**config.mk**
```make
export PLATFORM = sky130hd
export DESIGN_NAME = chained_hash_map_engine_core
export DESIGN_NICKNAME = d
export VERILOG_FILES = /design/src/chme_pkg.sv /design/src/chained_hash_map_engine_core.sv
export VERILOG_INCLUDE_DIRS = /design/src /design/src/src
export SDC_FILE = /design/constraint.sdc
export NUM_CORES = 2
export LEC_CHECK = 0
export ABC_AREA = 0
export BUFFER_PORTS_ARGS = -buffer_cell sky130_fd_sc_hd__buf_2
export CAP_MARGIN = 30
export CORE_ASPECT_RATIO = 0.75
export CORE_MARGIN = 2
export CORE_UTILIZATION = 55
export DETAILED_ROUTE_END_ITERATION = 16
export PLACE_DENSITY = 0.71
export SETUP_SLACK_MARGIN = 0.3
export SLEW_MARGIN = 5
export SYNTH_ARGS = -nofsm -noshare
export SYNTH_HDL_FRONTEND = slang
export SYNTH_SLANG_ARGS = --single-unit
```
**constraint.sdc**
```tcl
create_clock -name clk -period 14.3 [get_ports clk]
set_input_delay 1.43 -clock clk [delete_from_list [all_inputs] [get_ports clk]]
set_output_delay 1.43 -clock clk [all_outputs]
set_load 0.01 [all_outputs]
```
**src/chained_hash_map_engine_core_macros.svh**
```systemverilog
// Assertion macros for the chained hash map engine.
`ifndef CHAINED_HASH_MAP_ENGINE_CORE_MACROS_SVH
`define CHAINED_HASH_MAP_ENGINE_CORE_MACROS_SVH
`ifndef ASSERT_OFF
// Same-cycle implication, disabled during reset.
`define CHME_ASSERT_NOW(lbl, clk, rst_n, ante, cons) \
	lbl: assert property (@(posedge clk) disable iff (!rst_n) (ante) |-> (cons)) \
	else $error("chme check failed");
// Next-cycle implication, disabled during reset.
`define CHME_ASSERT_NEXT(lbl, clk, rst_n, ante, cons) \
	lbl: assert property (@(posedge clk) disable iff (!rst_n) (ante) |=> (cons)) \
	else $error("chme check failed");
`else
`define CHME_ASSERT_NOW(lbl, clk, rst_n, ante, cons)
`define CHME_ASSERT_NEXT(lbl, clk, rst_n, ante, cons)
`endif
`endif

```
**src/chme_pkg.sv**
```systemverilog
// Constants and types shared by the chained hash map engine.
`default_nettype none
package chme_pkg;
	localparam int CAPACITY      = 32;
	localparam int IDX_W         = $clog2(CAPACITY);
	localparam int LINK_W        = IDX_W + 1;
	localparam int COUNT_W       = $clog2(CAPACITY + 1);
	localparam int KEY_W         = 32;
	localparam int VALUE_W       = 32;
	localparam int ENTRY_COUNT_W = 6;
	localparam int OP_W          = 2;

	localparam int S_TDATA_W = KEY_W + VALUE_W;
	localparam int S_TUSER_W = OP_W;
	localparam int M_TDATA_W = ((1 + VALUE_W + ENTRY_COUNT_W + 1 + 7) / 8) * 8;

	typedef logic [LINK_W-1:0]  link_t;
	typedef logic [IDX_W-1:0]   idx_t;
	typedef logic [COUNT_W-1:0] count_t;
	typedef logic [OP_W-1:0]    op_t;

	localparam link_t NIL_LINK = LINK_W'(CAPACITY);

	localparam op_t OP_PUT    = 2'd0;
	localparam op_t OP_GET    = 2'd1;
	localparam op_t OP_REMOVE = 2'd2;
	localparam op_t OP_CLEAR  = 2'd3;
endpackage
`default_nettype wire

```
**src/chained_hash_map_engine_core.sv**
```systemverilog
// Top level of the chained hash map engine: sequencer, entry pool and result register.
//
//   channel   dir  fields (lowest bit first)
//   s_*       in   tuser: operation; tdata: key_hash, data_value
//   m_*       out  tdata: found, value_out, entry_count, status (zero padded)
//
// Steps per word: get/remove/put read the bucket head, then walk the chain one entry at
// a time (a hit stops on its entry), then unlink a hit for remove/put and insert for put,
// then respond; clear rewrites one link per cycle over the whole pool, then responds.
// The single chain walker does one link and one hash compare a cycle.
// Reset: asynchronous; link pool and bucket valid bits are set at once, no sweep.
// s_tready is high only while the sequencer is idle; a finished result waits in the
// output register, and the next word is taken while it waits.
`default_nettype none
`include "chained_hash_map_engine_core_macros.svh"
module chained_hash_map_engine_core (
	input  logic                           clk,
	input  logic                           arst_n,
	input  logic                           s_tvalid,
	output logic                           s_tready,
	input  logic [chme_pkg::S_TDATA_W-1:0] s_tdata,  // key_hash, data_value
	input  logic [chme_pkg::S_TUSER_W-1:0] s_tuser,  // operation
	output logic                           m_tvalid,
	input  logic                           m_tready,
	output logic [chme_pkg::M_TDATA_W-1:0] m_tdata   // found, value_out, entry_count, status
);
	import chme_pkg::*;

	localparam logic [2:0] ST_IDLE   = 3'd0;
	localparam logic [2:0] ST_HEAD   = 3'd1;
	localparam logic [2:0] ST_WALK   = 3'd2;
	localparam logic [2:0] ST_UNLINK = 3'd3;
	localparam logic [2:0] ST_INSERT = 3'd4;
	localparam logic [2:0] ST_CLEAR  = 3'd5;
	localparam logic [2:0] ST_RESP   = 3'd6;

	// Entry pool and bucket table, each read at one address a cycle.
	logic [KEY_W-1:0]   entry_hash_q  [CAPACITY];
	logic [VALUE_W-1:0] entry_value_q [CAPACITY];
	link_t              entry_link_q  [CAPACITY];
	link_t              bucket_head_q [CAPACITY];
	logic [CAPACITY-1:0] head_valid_q;

	logic [2:0]         state_q;
	op_t                op_q;
	logic [KEY_W-1:0]   hash_q;
	logic [VALUE_W-1:0] data_q;
	link_t              cur_q;
	link_t              prev_q;
	idx_t               at_q;
	count_t             steps_q;
	count_t             count_q;
	link_t              free_head_q;
	idx_t               clr_idx_q;
	logic               found_q;
	logic [VALUE_W-1:0] value_q;
	logic               status_q;
	logic               m_tvalid_q;
	logic [M_TDATA_W-1:0] m_tdata_q;

	idx_t  bucket;
	idx_t  cur_idx;
	idx_t  prev_idx;
	idx_t  free_idx;
	link_t head_rd;
	link_t at_link;
	logic  cur_live;
	logic  hash_hit;
	logic  table_full;
	logic  out_free;
	logic  resp_fire;
	logic  in_accept;
	logic  clr_last;

	// Bucket is the low hash bits.
	assign bucket     = hash_q[IDX_W-1:0];
	assign head_rd    = head_valid_q[bucket] ? bucket_head_q[bucket] : NIL_LINK;
	assign cur_idx    = cur_q[IDX_W-1:0];
	assign prev_idx   = prev_q[IDX_W-1:0];
	assign free_idx   = free_head_q[IDX_W-1:0];
	assign at_link    = entry_link_q[at_q];
	// Stop the walk on a null link or after a full pool of steps.
	assign cur_live   = (cur_q < NIL_LINK) && (steps_q < COUNT_W'(CAPACITY));
	assign hash_hit   = entry_hash_q[cur_idx] == hash_q;
	assign table_full = (count_q >= COUNT_W'(CAPACITY)) || (free_head_q >= NIL_LINK);
	assign out_free   = !m_tvalid_q || m_tready;
	assign resp_fire  = (state_q == ST_RESP) && out_free;
	assign in_accept  = s_tvalid && s_tready;
	assign clr_last   = clr_idx_q == IDX_W'(CAPACITY - 1);

	assign s_tready = state_q == ST_IDLE;
	assign m_tvalid = m_tvalid_q;
	assign m_tdata  = m_tdata_q;

	// Sequencer and working registers.
	always_ff @(posedge clk or negedge arst_n) begin
		if (!arst_n) begin
			state_q     <= ST_IDLE;
			op_q        <= OP_GET;
			hash_q      <= '0;
			data_q      <= '0;
			cur_q       <= NIL_LINK;
			prev_q      <= NIL_LINK;
			at_q        <= '0;
			steps_q     <= '0;
			count_q     <= '0;
			free_head_q <= '0;
			clr_idx_q   <= '0;
			found_q     <= 1'b0;
			value_q     <= '0;
			status_q    <= 1'b0;
			m_tvalid_q  <= 1'b0;
			m_tdata_q   <= '0;
		end else begin
			// Raise the result as the response step fires, else drop it once taken.
			if (resp_fire)
				m_tvalid_q <= 1'b1;
			else if (m_tready)
				m_tvalid_q <= 1'b0;
			unique case (state_q)
				ST_IDLE: begin
					if (in_accept) begin
						op_q     <= s_tuser;
						hash_q   <= s_tdata[KEY_W-1:0];
						data_q   <= s_tdata[KEY_W +: VALUE_W];
						prev_q   <= NIL_LINK;
						steps_q  <= '0;
						found_q  <= 1'b0;
						value_q  <= '0;
						status_q <= 1'b0;
						clr_idx_q <= '0;
						state_q  <= (s_tuser == OP_CLEAR) ? ST_CLEAR : ST_HEAD;
					end
				end
				ST_HEAD: begin
					cur_q   <= head_rd;
					state_q <= ST_WALK;
				end
				ST_WALK: begin
					if (cur_live) begin
						if (hash_hit) begin
							found_q <= 1'b1;
							at_q    <= cur_idx;
							if (op_q == OP_GET) begin
								value_q <= entry_value_q[cur_idx];
								state_q <= ST_RESP;
							end else begin
								state_q <= ST_UNLINK;
							end
						end else begin
							// Advance along the chain.
							prev_q  <= cur_q;
							cur_q   <= entry_link_q[cur_idx];
							steps_q <= COUNT_W'(steps_q + 1'b1);
						end
					end else begin
						state_q <= (op_q == OP_PUT) ? ST_INSERT : ST_RESP;
					end
				end
				ST_UNLINK: begin
					free_head_q <= LINK_W'(at_q);
					if (count_q != '0)
						count_q <= COUNT_W'(count_q - 1'b1);
					if (op_q == OP_REMOVE)
						value_q <= entry_value_q[at_q];
					state_q <= (op_q == OP_PUT) ? ST_INSERT : ST_RESP;
				end
				ST_INSERT: begin
					if (table_full) begin
						status_q <= 1'b1;
					end else begin
						free_head_q <= entry_link_q[free_idx];
						count_q     <= COUNT_W'(count_q + 1'b1);
						value_q     <= data_q;
					end
					state_q <= ST_RESP;
				end
				ST_CLEAR: begin
					if (clr_last) begin
						free_head_q <= '0;
						count_q     <= '0;
						state_q     <= ST_RESP;
					end else begin
						clr_idx_q <= IDX_W'(clr_idx_q + 1'b1);
					end
				end
				ST_RESP: begin
					// Hold until the output register is free.
					if (resp_fire) begin
						m_tdata_q  <= M_TDATA_W'({status_q, ENTRY_COUNT_W'(count_q),
							value_q, found_q});
						state_q    <= ST_IDLE;
					end
				end
				default: state_q <= ST_IDLE;
			endcase
		end
	end

	// Link pool: reset and clear rebuild the free list in index order.
	always_ff @(posedge clk or negedge arst_n) begin
		if (!arst_n) begin
			for (int i = 0; i < CAPACITY; i++)
				entry_link_q[i] <= (i + 1 < CAPACITY) ? LINK_W'(i + 1) : NIL_LINK;
		end else begin
			unique case (state_q)
				ST_UNLINK: begin
					if (prev_q < NIL_LINK)
						entry_link_q[prev_idx] <= at_link;
					entry_link_q[at_q] <= free_head_q;
				end
				ST_INSERT: begin
					if (!table_full)
						entry_link_q[free_idx] <= head_rd;
				end
				ST_CLEAR: begin
					entry_link_q[clr_idx_q] <= clr_last ? NIL_LINK :
						LINK_W'(LINK_W'(clr_idx_q) + 1'b1);
				end
				default: ;
			endcase
		end
	end

	// Bucket valid bits: an invalid bucket reads as empty.
	always_ff @(posedge clk or negedge arst_n) begin
		if (!arst_n) begin
			head_valid_q <= '0;
		end else if (state_q == ST_CLEAR && clr_last) begin
			head_valid_q <= '0;
		end else if ((state_q == ST_UNLINK && !(prev_q < NIL_LINK)) ||
				(state_q == ST_INSERT && !table_full)) begin
			head_valid_q[bucket] <= 1'b1;
		end
	end

	// Bucket heads and entry payload.
	always_ff @(posedge clk) begin
		if (state_q == ST_UNLINK && !(prev_q < NIL_LINK))
			bucket_head_q[bucket] <= at_link;
		if (state_q == ST_INSERT && !table_full) begin
			bucket_head_q[bucket]   <= free_head_q;
			entry_hash_q[free_idx]  <= hash_q;
			entry_value_q[free_idx] <= data_q;
		end
	end

	// The free list is empty exactly when the pool is full.
	`CHME_ASSERT_NOW(a_free_matches_count, clk, arst_n, 1'b1, (free_head_q == NIL_LINK) == (count_q == COUNT_W'(CAPACITY)))
	// Clear leaves an empty map with the free list from entry zero.
	`CHME_ASSERT_NEXT(a_clear_empties, clk, arst_n, state_q == ST_CLEAR && clr_last, count_q == '0 && free_head_q == '0)
	// A result appears only from the response step.
	`CHME_ASSERT_NOW(a_result_source, clk, arst_n, $rose(m_tvalid_q), $past(state_q) == ST_RESP)
	// Get never changes the stored count.
	`CHME_ASSERT_NEXT(a_get_keeps_count, clk, arst_n, state_q != ST_IDLE && op_q == OP_GET, $stable(count_q))
endmodule
`default_nettype wire

```
After elaboration in Yosys (flattened, before gate mapping)
Memory sizes are Yosys's and may differ from the RTL's. Cells that the tools add are included.

Register bits after elaboration: 408. Latch bits: 0. RAM bits: 2240. ROM bits: 0. Bits of input ports: 70. Output and inout port bits: 42. Word-level logic and storage cells: 227. Memories: 3.

Memories: entry_hash_q (words 32, bits a word 32, rd ports 1, clocked after memory_dff 0, write ports 1, line chained_hash_map_engine_core.sv:38) `logic [KEY_W-1:0] entry_hash_q [CAPACITY];`; entry_value_q (words 32, bits a word 32, rd ports 2, clocked after memory_dff 0, write ports 1, line chained_hash_map_engine_core.sv:39) `logic [VALUE_W-1:0] entry_value_q [CAPACITY];`; bucket_head_q (words 32, bits a word 6, rd ports 1, clocked after memory_dff 0, write ports 1, line chained_hash_map_engine_core.sv:41) `link_t bucket_head_q [CAPACITY];`.

Add/sub/neg operators: 5. Multipliers: 0. Divide/modulo/power cells: 0. Order comparisons: 16. Equality and inequality tests: 24. Shift-type cells: 0. Multiplexer cells: 82. Bitwise gates (word level): 7. Reductions and logical operators: 41.

Operator list (count): 192-bit bitwise mux (4); 192-bit two-way mux (3); 192-bit one-hot mux with 3 select lines (1); 32-bit two-way mux (8); 6-bit two-way mux (25); 32-bit one-hot mux with 4 select lines (1); 6-bit demux with 5-bit select (4); 6-bit binary-select mux with 5-bit select (3); 6-bit greater-or-equal comparator, second input constant (7); 6-bit one-hot mux with 2 select lines (3); 6-bit one-hot mux with 3 select lines (2); 32-bit equality test (1); 32-bit bitwise OR (1); 5-bit NOT with 6-bit output (5); 6-bit by 1-bit < comparator with 1-bit output, second input constant (4); 2-bit != test, second input constant (11); 3-bit two-way mux (7); 3-bit one-hot mux with 7 select lines (1); 6-bit < comparator, second input constant (3); 4-bit AND reduction (4); 3-bit AND reduction (5); 6-bit by 1-bit adder with 6-bit output, second input constant (2); 1-bit two-way mux (12); 2-bit nonzero test (6); 30 further kinds (52).

Logic depth before layout (Yosys ltp)
Word-level depth: 10. Depth in mapped cells: 17.

Least setup slack after synthesis
Ideal clock, no wire load.

Path kind: register to register. From: register free_head_q[0]. To: memory entry_hash_q[19][0] (enable). Setup time: 487 ps. Data arrival time: 4638 ps. Data required time: 13813 ps. Slack: 9176 ps. Stages on the path, launching flop included: 8. Buffers on the path: 4. Period minus slack after synthesis: 5124 ps. Cell sequence: dfrtp_1 > clkbuf_1 > buf_1 > and2_1 > clkbuf_1 > nand2_1 > clkbuf_1 > nor2_1.

Cells in the longest elaborated chain, start to end: 6.

RTL lines: from (decl) (line chained_hash_map_engine_core.sv:53) `link_t free_head_q;`; from (signal assigned) (line chained_hash_map_engine_core.sv:161) `free_head_q <= LINK_W'(at_q);`; from (signal assigned) (line chained_hash_map_engine_core.sv:172) `free_head_q <= entry_link_q[free_idx];`; 6-bit greater-or-equal comparator (line chained_hash_map_engine_core.sv:85) `assign table_full = (count_q >= COUNT_W'(CAPACITY)) || (free_head_q >= NIL_LINK);`; 1-bit logical OR (line chained_hash_map_engine_core.sv:85); 1-bit logical NOT (line chained_hash_map_engine_core.sv:241) `if (state_q == ST_INSERT && !table_full) begin`; 1-bit logical AND (line chained_hash_map_engine_core.sv:241); 1-bit two-way mux (line chained_hash_map_engine_core.sv:241); 1-bit two-way mux (implied by the code) (line chained_hash_map_engine_core.sv:243) `entry_hash_q[free_idx] <= hash_q;`; to (decl) (line chained_hash_map_engine_core.sv:38).

Parallel ways exist; a longest one is shown, timed or not.

Worst setup path in the final report
From: register cur_q[0]. To: register value_q[14].

Cells in the longest elaborated chain, start to end: 5.

RTL lines: from (decl) (line chained_hash_map_engine_core.sv:48) `link_t cur_q;`; from (signal assigned) (line chained_hash_map_engine_core.sv:136) `cur_q <= head_rd;`; from (signal assigned) (line chained_hash_map_engine_core.sv:153) `cur_q <= entry_link_q[cur_idx];`; branches (longest 5 deep; another with memory 32 x 32 bit); to (signal assigned) (line chained_hash_map_engine_core.sv:145) `value_q <= entry_value_q[cur_idx];`; to (signal assigned) (line chained_hash_map_engine_core.sv:165) `value_q <= entry_value_q[at_q];`; to (signal assigned) (line chained_hash_map_engine_core.sv:174) `value_q <= data_q;`; to (decl) (line chained_hash_map_engine_core.sv:56) `logic [VALUE_W-1:0] value_q;`.

Parallel ways; which one is timed is not known. The select of a mux whose other input is x is not followed. A chain may end at the register's enable or synchronous reset.

==> results.yml <==
synthesis:
  ys_warn_count: 0
  synth_top_family_by_area: "multiplexers"
  netlist.area_leader.share_pct: 54.5
  synth_area_leaders: "edfxtp_1 55%, mux4_2 18%, dfrtp_1 6.6%"
  synth_top_area_cell: "edfxtp_1"
  ys_seq_elements: 2648
  synth-xor-area-share_pct: 0.320
  async_flop_share_pct: 15.4
  synth_cell_types: 82
  ys_dominant_reg_cell: "edfxtp_1"
  netlist_area_mm2: 0.123
  syn_inst: 7677
  synth-compound-area-share_pct: 9.19
  syn-num-nets: 7758
  synthAdderAreaFrac_pct: 0.118
  synth_edf_count: 2240
  muxShareOfSynthArea_pct: 20.9
  syn_avg_cell_area_um2: 16.1
  ys_seq_area_share_pct: 62.9
  synthSimpleGateAreaFrac_pct: 4.37
clocking:
  htree_levels: 5
  clk_latency_ns: 0.88
  cts_root_buf: "clkbuf_16"
  cts_tree: "built"
  clk_path_buf_depth: 4
  cts_resized: 0
  post_cts_buffers: 0
  ctsHoldBuffers: 0
  numCtsBuffers: 268
  path_clk_slew_ns: 0.06
  cts.sinks: 2648
hold_path:
  worst_hold_path_type: "register to register"
  holdPathStages: 2
  min-delay-start: "data_q[31]"
  min_to: "data_q[31]"
global_routing:
  antenna_found_initial: 17
  grtUsageTotal_pct: 35.0
  grt_pass1_vias: 79200
  grt_pass1_wl_um: 572000
  grt_max_degree: 155
  overflow: 0
sta:
  fin_crit_ns: 6.50
  max_slew_margin_pct: 21.4
  fmax_mhz: 154
  rsz0062_at_grt: "no"
  fin_worst_skew_ns: 0.0747
  setup_slack_ns: 7.80
  slew_viol_final: 0
  hold_violations: 0
  fin_tns_setup_ns: 0
  worst_slew_pin_slew_ns: 1.17
  setup_viol: 0
  finalCritPeriodShare_pct: 45.5
floorplanning:
  core_mm2: 0.223
  die_x_um: 551
  start_util_pct: 55.3
  die_area_mm2: 0.228
  ios: 112
  die_y_um: 414
  num_rows: 150
worst_setup_path:
  worstPathRequired_ns: 15.05
  max_stage_delay_ns: 0.82
  endpoint_kind: "register"
  cp_slowest_cell: "dfrtp_4"
  worst_ep_arrival_time_ns: 7.26
  worstSetupPathType: "register to register"
  reg2regPathDepth: 13
  rr_startpoint: "cur_q[0]"
  cp_max_fo: 128
  crit_chain: "buf_4 -> buf_12 -> mux4_2 -> mux2i_1 -> mux2i_1 -> or3_1 -> o32ai_1 -> nor4_1 -> nand4b_1 -> nor4_2 -> o21ai_4 -> buf_4 -> mux2_2"
  r2r_slack_ns: 7.80
  reg2reg_to: "value_q[14]"
  start_kind: "register"
layout:
  nNetsFinal: 7813
  mostFrequentLayoutCell: "edfxtp_1"
  syn2layout_area_growth_pct: 11.1
  final_util_pct: 61.5
  fillCellCount: 15700
  layout_common_cells: "2240 x edfxtp_1, 962 x mux4_2, 617 x nand2_1"
  drive_above_1_share_pct: 26.2
detailed_routing:
  drt_iter0_drc: 15400
  ant_nets: 0
  postRouteWirelength_um: 404000
  route.detailed.drc: 0
  viasPerCell: 7.47
  firstDrtPassIters: 9
  vias: 81500
  wl_per_cell_um: 37.0
outcome:
  outcome: "completed"
job:
  cap_violations: 0
placed_design:
  hpwl_um: 221000
  pre_cts_ws_ns: 7.85
  portBuffers: 111
  gp_congestion: 1.01
power_and_ir_drop:
  powerDensity_mw_per_mm2: 194
  ir_drop_mv: 0.179
  leakage_uw: 0.0444
## worst max path at each step
stage	startpoint	slack (ns)	depth (start not counted)	endpoint
6_report	cur_q[0]	7.80	13	value_q[14]
5_1_grt	cur_q[0]	7.54	13	value_q[14]
2_1_floorplan	free_head_q[0]	9.18	7	entry_hash_q[19][0]
3_5_place_dp	cur_q[0]	7.85	13	value_q[13]
3_3_place_gp	cur_q[0]	7.98	13	value_q[14]
4_1_cts	cur_q[0]	7.84	13	value_q[14]
## synthesized netlist by cell type, types with 30 or more instances
master	number
edfxtp_1	2240
buf_2	81
a22o_1	168
a31oi_1	75
a21oi_1	389
nor2_1	370
o211ai_1	39
a221oi_1	125
dfstp_2	84
mux2_2	113
inv_1	30
nand3_1	81
dfrtp_1	324
nand2_1	621
o21ai_0	404
clkbuf_1	427
a22oi_1	255
buf_1	70
mux4_2	962
o21a_1	38
mux2i_1	239
## flip-flops by register name, indices dropped and copies added, names as in the netlist, 5 cells and up, named ones only
name	flops
m_tdata	40
cur_q	6
hash_q	32
clr_idx_q	5
head_valid_q	32
bucket_head_q	192
count_q	6
data_q	32
entry_value_q	1024
steps_q	6
prev_q	6
free_head_q	6
entry_hash_q	1024
value_q	32
at_q	5
## cell type report
class                           count  area, µm²  share of cell area [%]
Multi-Input combinational cell   4382      43500                    31.7
Tap cell                         2964       3710                    2.70
Timing Repair Buffer              399       3550                    2.59
Clock inverter                    102       1040                   0.759
Antenna cell                        6       15.0                  0.0110
Clock buffer                      371       7580                    5.53
Sequential cell                  2648      77600                    56.6
Inverter                           33        136                  0.0995
## power by group
| group | switching (µW) | internal [µW] |
|---|---|---|
| Clock | 3020 | 4040 |
| Combinational | 5240 | 3220 |
| Sequential | 1120 | 10000 |
| Total | 9370 | 17300 |
## through the flow
stage / std cells / cell area (µm²) / hold WS, ns / total power (µW)
floorplan: 7677 / 123000 / 0.436 / 16100
global placement: 10400 / 127000 / 0.464 / 19000
detailed placement: 10400 / 128000 / 0.467 / 19300
CTS: 10900 / 137000 / 0.482 / 26200
global route: 10900 / 137000 / 0.504 / 27400
finish: 10900 / 137000 / 0.483 / 26600
## worst max-delay path, delay by kind of cell, from the launching register on
family | cells | cell delay [ns]
AOI/OAI and AO/OA | 2 | 0.84
buffers and inverters | 3 | 2.14
DFF | 1 | 0.82
muxes | 4 | 1.35
and+or+nand+nor | 4 | 1.02
## cells by family (layout without fill, tap and decap cells)
kind of cell | Yosys count | in the layout
compound gates | 1714 | 1714
xor+xnor | 45 | 45
fa+ha+maj | 11 | 11
buf+inv | 647 | 905
flops | 2648 | 2648
mux | 1345 | 1345
other cells | 0 | 6
simple gates | 1267 | 1267
## metal layers
layer  global-route usage (%)  vias to the layer above  part of all wire (%)
met5                    0.462                        -                 0.063
met4                     15.8                       20                   5.5
met3                     10.9                     1507                    16
met2                     49.9                     6993                    43
met1                     49.8                    41400                    35
li1                         -                    31500                     -
No activity file was read; power rests on OpenSTA's default activity.
